==> src/design/pipct_pkg.sv <==
// Types, constants and helper functions shared by the crossing test block.
package pipct_pkg;

  localparam int COORD_BITS = 32;
  localparam int DIFF_BITS  = COORD_BITS + 1;
  localparam int PROD_BITS  = 2 * DIFF_BITS;
  localparam int WIDE_BITS  = 68;
  localparam int Q_DEPTH    = 4;
  localparam int Q_PTR_BITS = $clog2(Q_DEPTH);
  localparam int Q_CNT_BITS = $clog2(Q_DEPTH + 1);

  localparam logic CFG_QUERY_X = 1'b0;
  localparam logic CFG_QUERY_Y = 1'b1;

  typedef logic signed [COORD_BITS-1:0] coord_t;
  typedef logic signed [DIFF_BITS-1:0]  diff_t;
  typedef logic signed [PROD_BITS-1:0]  prod_t;
  typedef logic signed [WIDE_BITS-1:0]  wide_t;

  typedef struct packed {
    logic signed [31:0] vertex_x;
    logic signed [31:0] vertex_y;
    logic               last_vertex;
  } vertex_word_t;

  typedef struct packed {
    logic inside_res;
    logic overflow;
  } result_word_t;

  // One edge, already classified, with the four cross product operands.
  typedef struct packed {
    diff_t dxe;
    diff_t dyq;
    diff_t dye;
    diff_t dxq;
    logic  straddle;
    logic  rises;
    logic  last;
  } edge_word_t;

  typedef struct packed {
    logic full;
    logic empty;
  } q_status_t;

  function automatic coord_t coord_of(logic [31:0] v);
    coord_of = v[COORD_BITS-1:0];
  endfunction

  function automatic edge_word_t make_edge(coord_t x1, coord_t y1, coord_t x2, coord_t y2,
                                           coord_t qx, coord_t qy, logic last);
    edge_word_t e;
    e.dxe      = diff_t'(x2) - diff_t'(x1);
    e.dyq      = diff_t'(qy) - diff_t'(y1);
    e.dye      = diff_t'(y2) - diff_t'(y1);
    e.dxq      = diff_t'(qx) - diff_t'(x1);
    e.straddle = (y1 > qy) != (y2 > qy);
    e.rises    = y2 > y1;
    e.last     = last;
    make_edge  = e;
  endfunction

  // True when the value lies in the signed 64-bit range.
  function automatic logic fits64(wide_t v);
    fits64 = (v[WIDE_BITS-1:63] == '0) || (v[WIDE_BITS-1:63] == '1);
  endfunction

endpackage

==> src/design/pipct_front.sv <==
// Front end: takes vertex words, keeps first/previous vertex, emits edge words.
module pipct_front (
  input  logic                  clk,
  input  logic                  rst,
  input  logic                  cfg_we,
  input  logic                  cfg_index,
  input  logic [31:0]           cfg_data,
  input  logic                  vertex_valid,
  output logic                  vertex_stall,
  input  pipct_pkg::vertex_word_t vertex,
  input  pipct_pkg::q_status_t  q_status,
  output logic                  push,
  output pipct_pkg::edge_word_t push_word
);
  import pipct_pkg::*;

  coord_t query_x, query_y;
  coord_t first_x, first_y, prev_x, prev_y;
  logic   have_prev, pend_close;
  logic   take;
  coord_t cur_x, cur_y;
  edge_word_t in_edge, close_edge, solo_edge;

  assign cur_x = coord_of(vertex.vertex_x);
  assign cur_y = coord_of(vertex.vertex_y);

  // closing edge gets its own cycle on the queue
  assign vertex_stall = pend_close || q_status.full;
  assign take         = vertex_valid && !vertex_stall;

  assign in_edge    = make_edge(prev_x, prev_y, cur_x, cur_y, query_x, query_y, 1'b0);
  assign close_edge = make_edge(prev_x, prev_y, first_x, first_y, query_x, query_y, 1'b1);
  // single-vertex polygon: closing edge onto itself never straddles
  assign solo_edge  = make_edge(cur_x, cur_y, cur_x, cur_y, query_x, query_y, 1'b1);

  always_comb begin
    push      = 1'b0;
    push_word = in_edge;
    if (pend_close) begin
      push      = !q_status.full;
      push_word = close_edge;
    end else if (take) begin
      if (have_prev) begin
        push      = in_edge.straddle;
        push_word = in_edge;
      end else if (vertex.last_vertex) begin
        push      = 1'b1;
        push_word = solo_edge;
      end
    end
  end

  always_ff @(posedge clk) begin
    if (rst) begin
      query_x    <= '0;
      query_y    <= '0;
      have_prev  <= 1'b0;
      pend_close <= 1'b0;
    end else begin
      if (cfg_we) begin
        case (cfg_index)
          CFG_QUERY_X: query_x <= coord_of(cfg_data);
          CFG_QUERY_Y: query_y <= coord_of(cfg_data);
          default: ;
        endcase
      end
      if (pend_close) begin
        if (!q_status.full) begin
          pend_close <= 1'b0;
          have_prev  <= 1'b0;
        end
      end else if (take) begin
        if (!have_prev) begin
          first_x <= cur_x;
          first_y <= cur_y;
        end
        prev_x <= cur_x;
        prev_y <= cur_y;
        if (vertex.last_vertex) begin
          pend_close <= have_prev;
          have_prev  <= 1'b0;
          if (have_prev) have_prev <= 1'b1;
        end else begin
          have_prev <= 1'b1;
        end
      end
    end
  end

endmodule

==> config.mk <==
export PLATFORM = sky130hd
export DESIGN_NAME = pipct_front
export DESIGN_NICKNAME = d
export VERILOG_FILES = /design/src/design/pipct_pkg.sv /design/src/design/pipct_front.sv
export SDC_FILE = /design/constraint.sdc
export NUM_CORES = 1
export LEC_CHECK = 0
export ABC_AREA = 1
export BUFFER_PORTS_ARGS = -buffer_cell sky130_fd_sc_hd__buf_4
export CAP_MARGIN = 0
export CORE_AREA = 2 2 210 212
export CTS_CLUSTER_SIZE = 20
export DETAILED_ROUTE_END_ITERATION = 10
export DIE_AREA = 0 0 212 214
export PLACE_DENSITY_LB_ADDON = 0.15
export SLEW_MARGIN = 25
export SYNTH_ARGS = -nofsm -noshare
export SYNTH_HDL_FRONTEND = slang
export SYNTH_SLANG_ARGS = --single-unit
==> constraint.sdc <==
create_clock -name clk -period 8.25 [get_ports clk]
set_input_delay 1.65 -clock clk [delete_from_list [all_inputs] [get_ports clk]]
set_output_delay 1.65 -clock clk [all_outputs]
set_load 0.01 [all_outputs]
==> flow_summary.toml, run 1 <==
[critical_path]
ff2ff_path_depth = 6
cp_max_fo = 43
critPathKind = "primary input to output port"
ff2ff_setup_slack_ps = 5630
critPathCaptureType = "output port"
critPathArrivalTime_ps = 4460
r2r_end = "first_x[24]"
r2r-start = "pend_close"
cp-start-kind = "primary input"
required_ps = 6600

[clock_network]
clockBufferDepth = 2
ctsResizeCount = 0
clkTransAtPathRegs_ps = 90
cts_tree = "yes"
numCtsBuffers = 17
post-cts-setup-buffers = 0
cts_sinks = 194
root_buffer = "clkbuf_16"
htree_levels = 4
clk-insertion-delay-late_ps = 490
hold_buffers = 0

[floorplan]
die-area_sq_mm = 0.0454
die_x_microns = 212
io_pins = 241
initial_core_util_pct = 55.8
die_h_microns = 214
rows = 76
core_area_sq_mm = 0.0429

[pwr]
leakagePower_nw = 13.1
ir_worst_vdd_mv = 0.140
swShare_pct = 41.5
power_density_mw_per_mm2 = 127
pwr-share-comb_pct = 41.3
p_switching_mw = 1.42
power_frac_seq_pct = 32.4
p_int_mw = 2.01
pwr-share-clk_pct = 26.3

[job]
cap_violations = 0

[synth]
synth_top_cells_by_area = "edfxtp_1 16%, ha_1 15%, nand2_1 13%"
synth_top_area_cell = "edfxtp_1"
synthArstFlopShare_pct = 0
seq_area_frac_synth_pct = 21.6
synth_top_area_share_pct = 16.1
synth_edf_count = 128
synth_nets = 4113
synth.most_common_cell = "nand2_1"
syn_area_per_cell_sq_um = 6.45
syn_area_sq_mm = 0.0239
ys_ff_latch = 194
synthTopCellsByCount = "840 x nand2_1, 507 x inv_1, 456 x a21oi_1, 402 x nor2_1, 292 x ha_1"
synth_cell_types = 52
yosys_warnings = 0
ys_dominant_reg_cell = "edfxtp_1"
netlist_instances = 3709

[sta]
hold_viol = 0
final.setup.tns_ps = 0
hold_ws_ps = 511
finClkSkew_ps = 16.1
timing.final.crit_period_ps = 6110
setup_violations = 0
finalCritPeriodShare_pct = 74.0
max_freq_mhz = 164
setup_ws_ps = 2140
worstMarginPinSlew_ps = 1110
grt_setup_unrepaired = "false"
maxSlewViolCount = 0
slew_headroom_pct = 25.7

[place]
dpl.hpwl_mm = 77.0
place_inst = 4495
pre_cts_ws_ps = 2320
gp_congestion = 0.973
portBuffers = 239

[final_layout]
multi_input_comb_area_sq_mm = 0.0167
nFillCells = 4147
stdcell_count = 4529
post-route-util_pct = 62.8
fin_nets = 4333
seqCellArea_sq_mm = 0.00517
drive_above_1_share_pct = 8.14
syn_to_final_growth_pct = 12.6

[drt]
viasPerCell = 5.92
route.vias.total = 26800
ant_nets = 0
postRouteWirelength_mm = 93.7
wl_per_cell_microns = 20.7
dr.pass1.iters = 8
remaining_drc_errors = 0
drt_iter0_drc = 2460

[global_route]
overflow = 0
antenna_found_initial = 4
grtUsageTotal_pct = 40.5
grt_max_degree = 68
grt_pass1_wl_mm = 140
first_global_vias = 26300

[min_path]
min-delay-start = "query_x[18]"
hp-class = "flop to flop"
min_to = "query_x[18]"
hold_depth = 2

[status]
status = "finished clean"
[logic make-up (layout without fill, tap and decap cells)]
logic type / count (synthesis) / count (layout) / synth area share, %
muxes: 5 / 5 / 0.209
other: 0 / 2 / 0
xor gates and xnor gates: 81 / 81 / 2.96
buffers and inverters: 557 / 790 / 8.81
DFF: 194 / 194 / 21.6
and+or+nand+nor: 1589 / 1589 / 27.4
AOI/OAI and AO/OA: 983 / 983 / 23.1
adders and majority gates: 300 / 300 / 15.9
[worst max path at each step]
stage / startpoint / to / depth (start not counted)
finish: q_status[1] / push_word[52] / 10
global route: q_status[1] / push_word[55] / 12
CTS: q_status[1] / push_word[55] / 12
detailed placement: q_status[1] / push_word[55] / 12
global placement: q_status[1] / push_word[54] / 10
floorplan: q_status[1] / first_x[0] / 5
[worst max-delay path, cell delays in order]
cell and delay [ps]:
buf_4 90, nor2_1 40, nand2_1 150, inv_2 50
nand3_2 70, inv_2 50, nor2_4 770, inv_2 730
o21ai_0 620, buf_4 210
[registers in the layout (all words and copies together) (netlist names)]
signal	cells
first_y	32
first_x	32
prev_x	32
query_x	32
prev_y	32
pend_close	1
query_y	32
have_prev	1
[cell type report]
type | count | area share (%)
antenna | 2 | 0.0186
clock buffer | 17 | 1.58
clock inverter | 15 | 0.659
inverter | 512 | 7.13
multi-input combinational | 2958 | 61.9
sequential | 194 | 19.2
tap | 585 | 2.72
timing repair buffer | 246 | 6.85
[through the flow]
step / instance area [sq um] / power (mW)
3_5_place_dp: 26300 / 2.51
3_3_place_gp: 26300 / 2.49
5_1_grt: 26900 / 3.58
4_1_cts: 26900 / 3.38
2_1_floorplan: 23900 / 1.97
6_report: 26900 / 3.43
[layer usage]
| metal | part of all wire (%) | up-vias | GRT usage [%] |
|---|---|---|---|
| li1 | - | 13100 | - |
| met1 | 36 | 12000 | 44.3 |
| met2 | 48 | 1342 | 71.3 |
| met3 | 7.5 | 352 | 4.90 |
| met4 | 8.0 | 2 | 30.4 |
| met5 | 0.016 | - | 0 |
[cells in the final DEF (no fill, tap or decap), drive strengths merged, types with 23 or more instances in the layout]
cell / count
nand2: 844
inv: 520
a21oi: 456
nor2: 406
o21ai: 303
ha: 292
buf: 246
nand3: 215
edfxtp: 128
dfxtp: 66
a21o: 58
xnor2: 44
nor3: 42
o21bai: 40
a211oi: 37
xor2: 37
nand4: 30
a21boi: 24
nand3b: 23
[power by group through the flow]
stage / sequential, mW / combinational, mW / clock (mW)
3_5_place_dp: 1.13 / 1.37 / 0
3_3_place_gp: 1.13 / 1.36 / 0
6_report: 1.11 / 1.42 / 0.900
4_1_cts: 1.11 / 1.38 / 0.892
2_1_floorplan: 1.12 / 0.852 / 0
5_1_grt: 1.11 / 1.54 / 0.931
Power figures use the tool's default switching activity.
==> inputs of run 2 (changes only) <==
- ABC_AREA: 1 -> 0
- CORE_AREA: 2 2 210 212 -> 2 2 203 205
- DIE_AREA: 0 0 212 214 -> 0 0 205 207
- clock period: 8.25 -> 5.1 ns (I/O delays scaled with it)
==> flow_summary.toml, run 2 <==
[status]
status = "finished clean"

[pwr]
leakagePower_nw = 11.5
power_density_mw_per_mm2 = 219
ir_worst_vdd_mv = 0.164

[clock_network]
root_buffer = "clkbuf_16"
clkTransAtPathRegs_ps = 80
numCtsBuffers = 17
cts_tree = "yes"
htree_levels = 4
cts_sinks = 194
clk-insertion-delay-late_ps = 460
clockBufferDepth = 2

[sta]
finalCritPeriodShare_pct = 97.6
setup_violations = 0
slew_headroom_pct = 48.1
timing.final.crit_period_ps = 4980
hold_viol = 0
maxSlewViolCount = 0
max_freq_mhz = 201
final.setup.tns_ps = 0
hold_ws_ps = 469
worstMarginPinSlew_ps = 759
finClkSkew_ps = 11.4

[synth]
synth_xor_area_share_pct = 7.13
synth-adder-area-share_pct = 17.5
synth.most_common_cell = "nand2_1"
synth_edf_count = 128
ys_ff_latch = 194
synthArstFlopShare_pct = 0
synth_top_family_by_area = "compound AO/OA/AOI/OAI gates"
synth_top_area_cell = "edfxtp_1"
yosys_warnings = 0
synth_cell_types = 96
syn_area_per_cell_sq_um = 8.00
ys_dominant_reg_cell = "edfxtp_1"
synth_top_cells_by_area = "edfxtp_1 18%, ha_1 17%, a21oi_1 6.4%"
synth_top_area_share_pct = 17.6
seq_area_frac_synth_pct = 23.6
netlist_instances = 2732
synth.area.mux_share_pct = 0.836
yosys.area_share.simple_pct = 17.8
syn_area_sq_mm = 0.0219
synth_nets = 3136
synthTopCellsByCount = "299 x nand2_1, 292 x ha_1, 280 x a21oi_1, 225 x inv_1, 164 x nor2_1"
synth_compound_area_share_pct = 27.9

[critical_path]
critPathCaptureType = "output port"
required_ps = 4080
ff2ff_setup_slack_ps = 3360
cp_max_fo = 6
critPathKind = "primary input to output port"
critPathArrivalTime_ps = 3960
cp-start-kind = "primary input"

[global_route]
grt_pass1_wl_mm = 109
grt_max_degree = 62
antenna_found_initial = 4
grtUsageTotal_pct = 32.4
first_global_vias = 20600
overflow = 0

[final_layout]
drive_above_1_share_pct = 13.2
mostFrequentLayoutCell = "nand2_1"
fin_nets = 3355
syn_to_final_growth_pct = 14.7
nFillCells = 3627
final_cell_mix = "297 x nand2_1, 291 x ha_1, 280 x a21oi_1"

[place]
gp_congestion = 0.944
portBuffers = 239
dpl.hpwl_mm = 56.1

[drt]
route.vias.total = 21400
remaining_drc_errors = 0
ant_nets = 0
drt_iter0_drc = 1591
postRouteWirelength_mm = 69.9
dr.pass1.iters = 6
viasPerCell = 6.12
wl_per_cell_microns = 20.0

[job]
cap_violations = 0

[min_path]
hp-class = "flop to flop"

[floorplan]
core_area_sq_mm = 0.0404
die_h_microns = 207
die_x_microns = 205
initial_core_util_pct = 54.1
rows = 74
die-area_sq_mm = 0.0424
io_pins = 241
-- run 2: changes by cell type after synthesis, sizes merged, moves of 32 or more --
cell | previous run | this run
nand2 | 844 | 299
inv | 510 | 226
nor2 | 406 | 164
a21oi | 456 | 283
nand3 | 215 | 46
o21ai | 303 | 146
xor2 | 37 | 103
a21o | 58 | 109
clkbuf | 24 | 67
nand2b | 1 | 37
o22ai | 10 | 45
or3 | 0 | 33
o21a | 22 | 54
-- run 2: cell type report --
type	instances	area [sq um]	area share (%)
Clock buffer	17	425	1.70
Multi-Input combinational cell	2235	15700	62.6
Tap cell	532	666	2.65
Clock inverter	15	189	0.753
Sequential cell	194	5170	20.6
Antenna cell	3	7.51	0.0299
Timing Repair Buffer	276	2070	8.26
Inverter	227	852	3.40
-- run 2: timing repair --
item                                    CTS  global route
hold buffers                              0             0
setup buffers                             0             1
resized for setup                         4            18
pin swaps                                 0             4
endpoints found under the setup margin    5            24
-- run 2: worst paths after layout --
path,from,end,depth (start not counted)
max,vertex[2],push_word[67],13
min,query_x[0],query_x[0],2
max reg2reg,pend_close,first_x[12],4
min reg2reg,query_x[0],query_x[0],2
-- run 2: logic make-up (layout without fill, tap and decap cells) --
| group | after synthesis | after routing |
|---|---|---|
| other | 0 | 3 |
| AND/OR/NAND/NOR | 815 | 815 |
| buffers and inverters | 303 | 535 |
| XOR/XNOR | 178 | 178 |
| AO/OA/AOI/OAI | 924 | 924 |
| multiplexers | 18 | 18 |
| adder cells (fa/ha/maj) | 300 | 300 |
| flip-flops | 194 | 194 |
-- run 2: routing by layer --
metal  vias up  part of all wire [%]  wire length [microns]  track usage [%]
li1      10500                     -                      -                -
met3       132                   6.6                   4580             3.24
met1      9933                    43                  30200             42.9
met5         -                 0.019                     13                0
met2       815                    46                  32500             53.6
met4         2                   3.8                   2660             13.9
-- run 2: stage by stage --
stage          area [sq um]  total power, mW  utilization, %  instances  setup WS (ps)
2_1_floorplan         21900             3.24               -       2732            463
3_3_place_gp          24300             3.99            60.3       3463           11.4
3_5_place_dp          24300             4.03            60.3       3463          -90.9
4_1_cts               25000             5.46            61.8       3495           17.0
5_1_grt               25100             5.77            62.1       3497          -22.4
6_report              25100             5.48            62.1       3499            121
-- run 2: power by group --
group	total [mW]	internal, mW	leakage, nW	switching, mW
Clock	1.43	0.745	0.297	0.684
Combinational	2.26	0.985	9.46	1.28
Sequential	1.79	1.74	1.71	0.0466
-- run 2: worst max-delay path, stage by stage --
cell,delay [ps]
buf_4,150
ha_1,320
nor2b_1,150
o31a_1,280
o211ai_1,360
a31oi_2,220
a221oi_2,280
buf_4,190
o21ai_1,110
a311oi_1,370
xor2_1,210
o22ai_1,100
buf_4,180
